==> config.mk <==
export PLATFORM = sky130hd
export DESIGN_NAME = rscpu_ctrl
export DESIGN_NICKNAME = d
export VERILOG_FILES = /design/src/rtl/core/rscpu_pkg.sv /design/src/rtl/core/rscpu_ctrl.sv
export SDC_FILE = /design/constraint.sdc
export NUM_CORES = 1
export LEC_CHECK = 0
export BUFFER_PORTS_ARGS = -buffer_cell sky130_fd_sc_hd__buf_4
export CAP_MARGIN = 0
export CELL_PAD_IN_SITES_DETAIL_PLACEMENT = 1
export CELL_PAD_IN_SITES_GLOBAL_PLACEMENT = 1
export CORE_AREA = 8 8 45 47
export CTS_CLUSTER_SIZE = 12
export DETAILED_ROUTE_END_ITERATION = 8
export DIE_AREA = 0 0 53 55
export PLACE_DENSITY = 0.56
export SLEW_MARGIN = 5
export SYNTH_ARGS = -nofsm -noshare
export SYNTH_HDL_FRONTEND = slang
export SYNTH_SLANG_ARGS = --single-unit
==> constraint.sdc <==
create_clock -name aclk -period 2.9 [get_ports aclk]
set_input_delay 0.725 -clock aclk [delete_from_list [all_inputs] [get_ports aclk]]
set_output_delay 0.725 -clock aclk [all_outputs]
set_load 0.05 [all_outputs]
==> src/rtl/core/rscpu_pkg.sv <==
// Shared types and constants of the register machine execution unit.
`default_nettype none
package rscpu_pkg;
    typedef enum logic [4:0] {
        OP_ADD = 5'd0, OP_ADD2 = 5'd1, OP_SUB = 5'd2, OP_SUB2 = 5'd3,
        OP_DIV = 5'd4, OP_DIV2 = 5'd5, OP_MUL = 5'd6, OP_MUL2 = 5'd7,
        OP_MOV = 5'd8, OP_MOV2 = 5'd9, OP_CMP = 5'd10, OP_CMP2 = 5'd11,
        OP_POP = 5'd12, OP_PUSH = 5'd13, OP_CALL = 5'd14, OP_JP = 5'd15,
        OP_JA = 5'd16, OP_JB = 5'd17, OP_JAE = 5'd18, OP_JBE = 5'd19,
        OP_JE = 5'd20, OP_JZ = 5'd21, OP_JNZ = 5'd22, OP_RET = 5'd23,
        OP_OUT = 5'd24, OP_IN = 5'd25, OP_CLR = 5'd26, OP_DEC = 5'd27,
        OP_INC = 5'd28, OP_NOP = 5'd29, OP_END = 5'd30, OP_UNUSED = 5'd31
    } opcode_t;

    localparam logic [2:0] ERR_NONE  = 3'd0;
    localparam logic [2:0] ERR_DIV0  = 3'd1;
    localparam logic [2:0] ERR_FULL  = 3'd2;
    localparam logic [2:0] ERR_EMPTY = 3'd3;
    localparam logic [2:0] ERR_REG   = 3'd4;

    localparam int FLAG_GT = 0;
    localparam int FLAG_LT = 1;
    localparam int FLAG_EQ = 2;

    typedef enum logic [2:0] {
        ST_IDLE, ST_READ, ST_EXEC, ST_MUL, ST_DIV, ST_OUT
    } state_t;

    typedef struct packed {
        logic load;
        logic read;
        logic exec;
        logic mul_done;
        logic div_start;
        logic div_step;
        logic div_commit;
    } ctrl_t;

    typedef struct packed {
        logic need_mul;
        logic need_div;
        logic div_last;
    } stat_t;
endpackage
`default_nettype wire

==> src/rtl/core/rscpu_ctrl.sv <==
// Controller state machine that sequences one instruction through the datapath.
`default_nettype none
module rscpu_ctrl
    import rscpu_pkg::*;
(
    input  wire logic  aclk,
    input  wire logic  aresetn,
    input  wire logic  s_tvalid,
    output logic       s_tready,
    output logic       m_tvalid,
    input  wire logic  m_tready,
    input  wire stat_t stat,
    output ctrl_t      ctrl
);
    state_t state_reg, state_next;

    always_ff @(posedge aclk) begin
        if (!aresetn) begin
            state_reg <= ST_IDLE;
        end else begin
            state_reg <= state_next;
        end
    end

    always_comb begin
        state_next = state_reg;
        ctrl = '0;
        s_tready = 1'b0;
        m_tvalid = 1'b0;
        case (state_reg)
            ST_IDLE: begin
                s_tready = 1'b1;
                if (s_tvalid) begin
                    ctrl.load = 1'b1;
                    state_next = ST_READ;
                end
            end
            ST_READ: begin
                ctrl.read = 1'b1;
                if (stat.need_div) begin
                    state_next = ST_DIV;
                    ctrl.div_start = 1'b1;
                end else if (stat.need_mul) begin
                    state_next = ST_MUL;
                end else begin
                    state_next = ST_EXEC;
                end
            end
            ST_MUL: begin
                ctrl.mul_done = 1'b1;
                state_next = ST_EXEC;
            end
            ST_DIV: begin
                if (stat.div_last) begin
                    ctrl.div_commit = 1'b1;
                    state_next = ST_EXEC;
                end else begin
                    ctrl.div_step = 1'b1;
                end
            end
            ST_EXEC: begin
                ctrl.exec = 1'b1;
                state_next = ST_OUT;
            end
            ST_OUT: begin
                m_tvalid = 1'b1;
                s_tready = m_tready;
                if (m_tready) begin
                    if (s_tvalid) begin
                        ctrl.load = 1'b1;
                        state_next = ST_READ;
                    end else begin
                        state_next = ST_IDLE;
                    end
                end
            end
            default: state_next = ST_IDLE;
        endcase
    end
endmodule
`default_nettype wire

==> summary.md <==
| Metric | Value |
|---|---|
| Final setup fails | `0` |
| Slew headroom | `71.3%` |
| First-pass GRT wire length | `1410 µm` |
| Commonest cells after routing, fill and taps aside | `buf_4 (15), nor3b_1 (4), clkbuf_4 (3), dfxtp_1 (3)` |
| Pwr/cell area | `612 nW/µm²` |
| Critical Path End | `ctrl[6]` |
| Min cycle time layout | `2.18 ns` |
| TritonCTS clock tree | `built` |
| Clock buffer count from CTS | `3` |
| Drt total wl | `889 µm` |
| Mapped Nets | `38` |
| Slew @ Worst Pin | `0.430 ns` |
| Net Sw Frac | `43.9%` |
| Crit start category | `flop` |
| Antenna violations before repair | `0` |
| F_max | `roughly 0.46 GHz` |
| I/O pin total | `16` |
| Post-synthesis cell count | `31` |
| Worst skew pair latency | `0.23 ns` |
| Leak | `around 0.20 nW` |
| Final hold violation count | `0` |
| Mapped cell area | `292 µm²` |
| Hold Buf Count CTS | `0` |
| Routability Congestion | `about 0.77` |
| ANT cells | `0` |
| Slew Limit Fails | `0` |
| Largest net degree at the start of global routing | `14` |
| Area Growth Syn to Fin | `45.1%` |
| Most common cell after layout, fill and taps aside | `buf_4` |
| Vias in the first global route | `between 300 and 400` |
| Vias after detailed routing | `295` |
| Post-synthesis mux area share | `0%` |
| Clock Skew | `just under 0.001 ns` |
| Status | `complete, no violations` |
| Int Power | `0.145 mW` |
| Iter 0 DRT Violations | `4` |
| R2R depth | `3` |
| Worst Setup SP | `state_reg[2]` |
| GRT Overall Usage | `about 6.5%` |
| Power consumption | `around 0.26 mW` |
| RSZ-0062 raised after global routing | `false` |
| Required @ worst endpoint | `~2.2 ns` |
| Worst Path Arrival | `1.46 ns` |
| Die Wd | `53 µm` |
| Yosys reg bits | `3` |
| Share of cells above drive strength 1 | `48.9%` |
| Synth Area in Compound Gates | `18.5%` |
| Root Buffer | `clkbuf_4` |
| Total gr overflow | `0` |
| Mean post-synth cell area | `roughly 9.4 µm²` |
| Post-synthesis adder-cell area fraction | `0%` |
| Worst hold slack | `0.712 ns` |
| ANT nets after route | `0` |
| Post-synthesis simple-gate area fraction | `48.1%` |
| Post-synth cell types | `22` |
| Maxcap violations | `0` |
| Gate power share | `between 40% and 50%` |
| Via density | `4.68` |
| Clock sink count | `3` |
| DRT Pass-1 Iters | `2` |
| Post-synthesis sequential area ratio | `20.6%` |
| Worst R2R Setup Slack | `1.66 ns` |
| XOR/XNOR Fraction of Synth Area | `0%` |
| Final instance area | `423 µm²` |
| Total core area | `roughly 1400 µm²` |
| Maximum root-to-sink buffer count | `2` |
| Post-DP HPWL | `687 µm` |
| Setup Crit Path Kind | `flop to output port` |
| CTS clk-pin slew, worst paths | `0.04 ns` |
| WL/cell | `14.1 µm` |
| Sequential Power Share | `25.4%` |
| CP Capture Type | `output port` |
| Largest family of logic cells by synthesized area | `simple AND/OR/NAND/NOR gates` |
| # DRC | `0` |
| Post-CTS Setup Bufs | `0` |
| Fill cell count | `164` |
| CP max FO | `13` |
| Die area | `2920 µm²` |
| DP Area | `slightly below 400 µm²` |
| Worst IR drop on VDD | `0.000211 V` |
| R2r endpoint | `state_reg[2]` |
| Htree depth | `1` |
| Worst Hold Class | `flop to flop` |
| P_sw | `0.114 mW` |
| Post-CTS resize count | `0` |
| Initial Utilization | `about a fifth` |
| Synth Warn # | `0` |
| Port bufs | `15` |
| Nets@finish | `55` |
| Final Cycle Share | `75.2%` |
| FP Rows | `14` |
| Power share of the clock group | `27.7%` |
| Largest register FFs | `3` |
| Die H | `55 µm` |
| Worst r2r src | `state_reg[2]` |
| Setup TNS Final | `0 ns` |
## worst max-delay path, stage by stage, from the launching register on
cell and delay, ns:
dfxtp_1 0.57, nand3_2 0.13, a21oi_2 0.17, and2_1 0.15, buf_4 0.19
## logic make-up (layout without fill, tap and decap cells)
family | after synthesis | in the layout
AO/OA/AOI/OAI | 6 | 6
buffers and inverters | 4 | 20
AND/OR/NAND/NOR | 18 | 18
flip-flops | 3 | 3
## per-layer routing
metal | up-vias | track usage, % | part of all wire (%)
met1 | 141 | 6.84 | 40
li1 | 146 | - | -
met5 | - | 0 | 0
met2 | 8 | 11.1 | 52
met3 | 0 | 2.14 | 8.2
met4 | 0 | 3.88 | 0
## Yosys cell counts (all sizes together)
cell type	n	share of area (%)
nand2b	1	2.1
nand3	1	3.4
nand2	2	2.6
o21a	1	2.6
o31ai	1	2.6
dfxtp	3	21
and4bb	1	4.3
nor3b	5	15
a21oi	1	3.0
and3b	2	7.3
a32o	1	3.4
nor3	1	1.7
and2b	1	2.6
o311a	1	3.4
inv	1	1.3
o211a	1	3.4
and2	2	4.3
nor4b	1	3.0
or2	1	2.1
buf	3	12
## final cells by class
cell class,instances,area (µm²),share of cell area [%]
sequential,3,60.1,14.2
clock buffer,4,26.3,6.21
multi-input combinational,24,200,47.3
timing repair buffer,15,113,26.6
tap,16,20.0,4.73
inverter,1,3.75,0.888
## power by group through the flow
stage	logic (mW)	registers [mW]	clock network, mW
floorplan	0.107	0.0520	0
global placement	0.121	0.0659	0
detailed placement	0.123	0.0667	0
CTS	0.123	0.0662	0.0767
global route	0.129	0.0687	0.0792
finish	0.121	0.0658	0.0717
## per-stage QoR
step / setup slack [ns] / std cells / utilization [%]
after floorplan: 0.366 / 31 / -
after global placement: 0.800 / 59 / 28.7
after detailed placement: 0.754 / 59 / 28.7
after CTS: 0.693 / 63 / 30.6
after global routing: 0.591 / 63 / 30.6
final: 0.719 / 63 / 30.6
## worst min-delay path by stage
stage            startpoint      endpoint  slack, ns  cells after the start
2_1_floorplan  state_reg[0]  state_reg[0]       0.63                      3
3_3_place_gp   state_reg[1]  state_reg[2]       0.70                      2
3_5_place_dp   state_reg[0]  state_reg[0]       0.71                      2
4_1_cts        state_reg[0]  state_reg[0]       0.73                      2
5_1_grt             aresetn  state_reg[1]       0.76                      2
6_report       state_reg[0]  state_reg[0]       0.71                      2
Power figures use the tool's default switching activity.
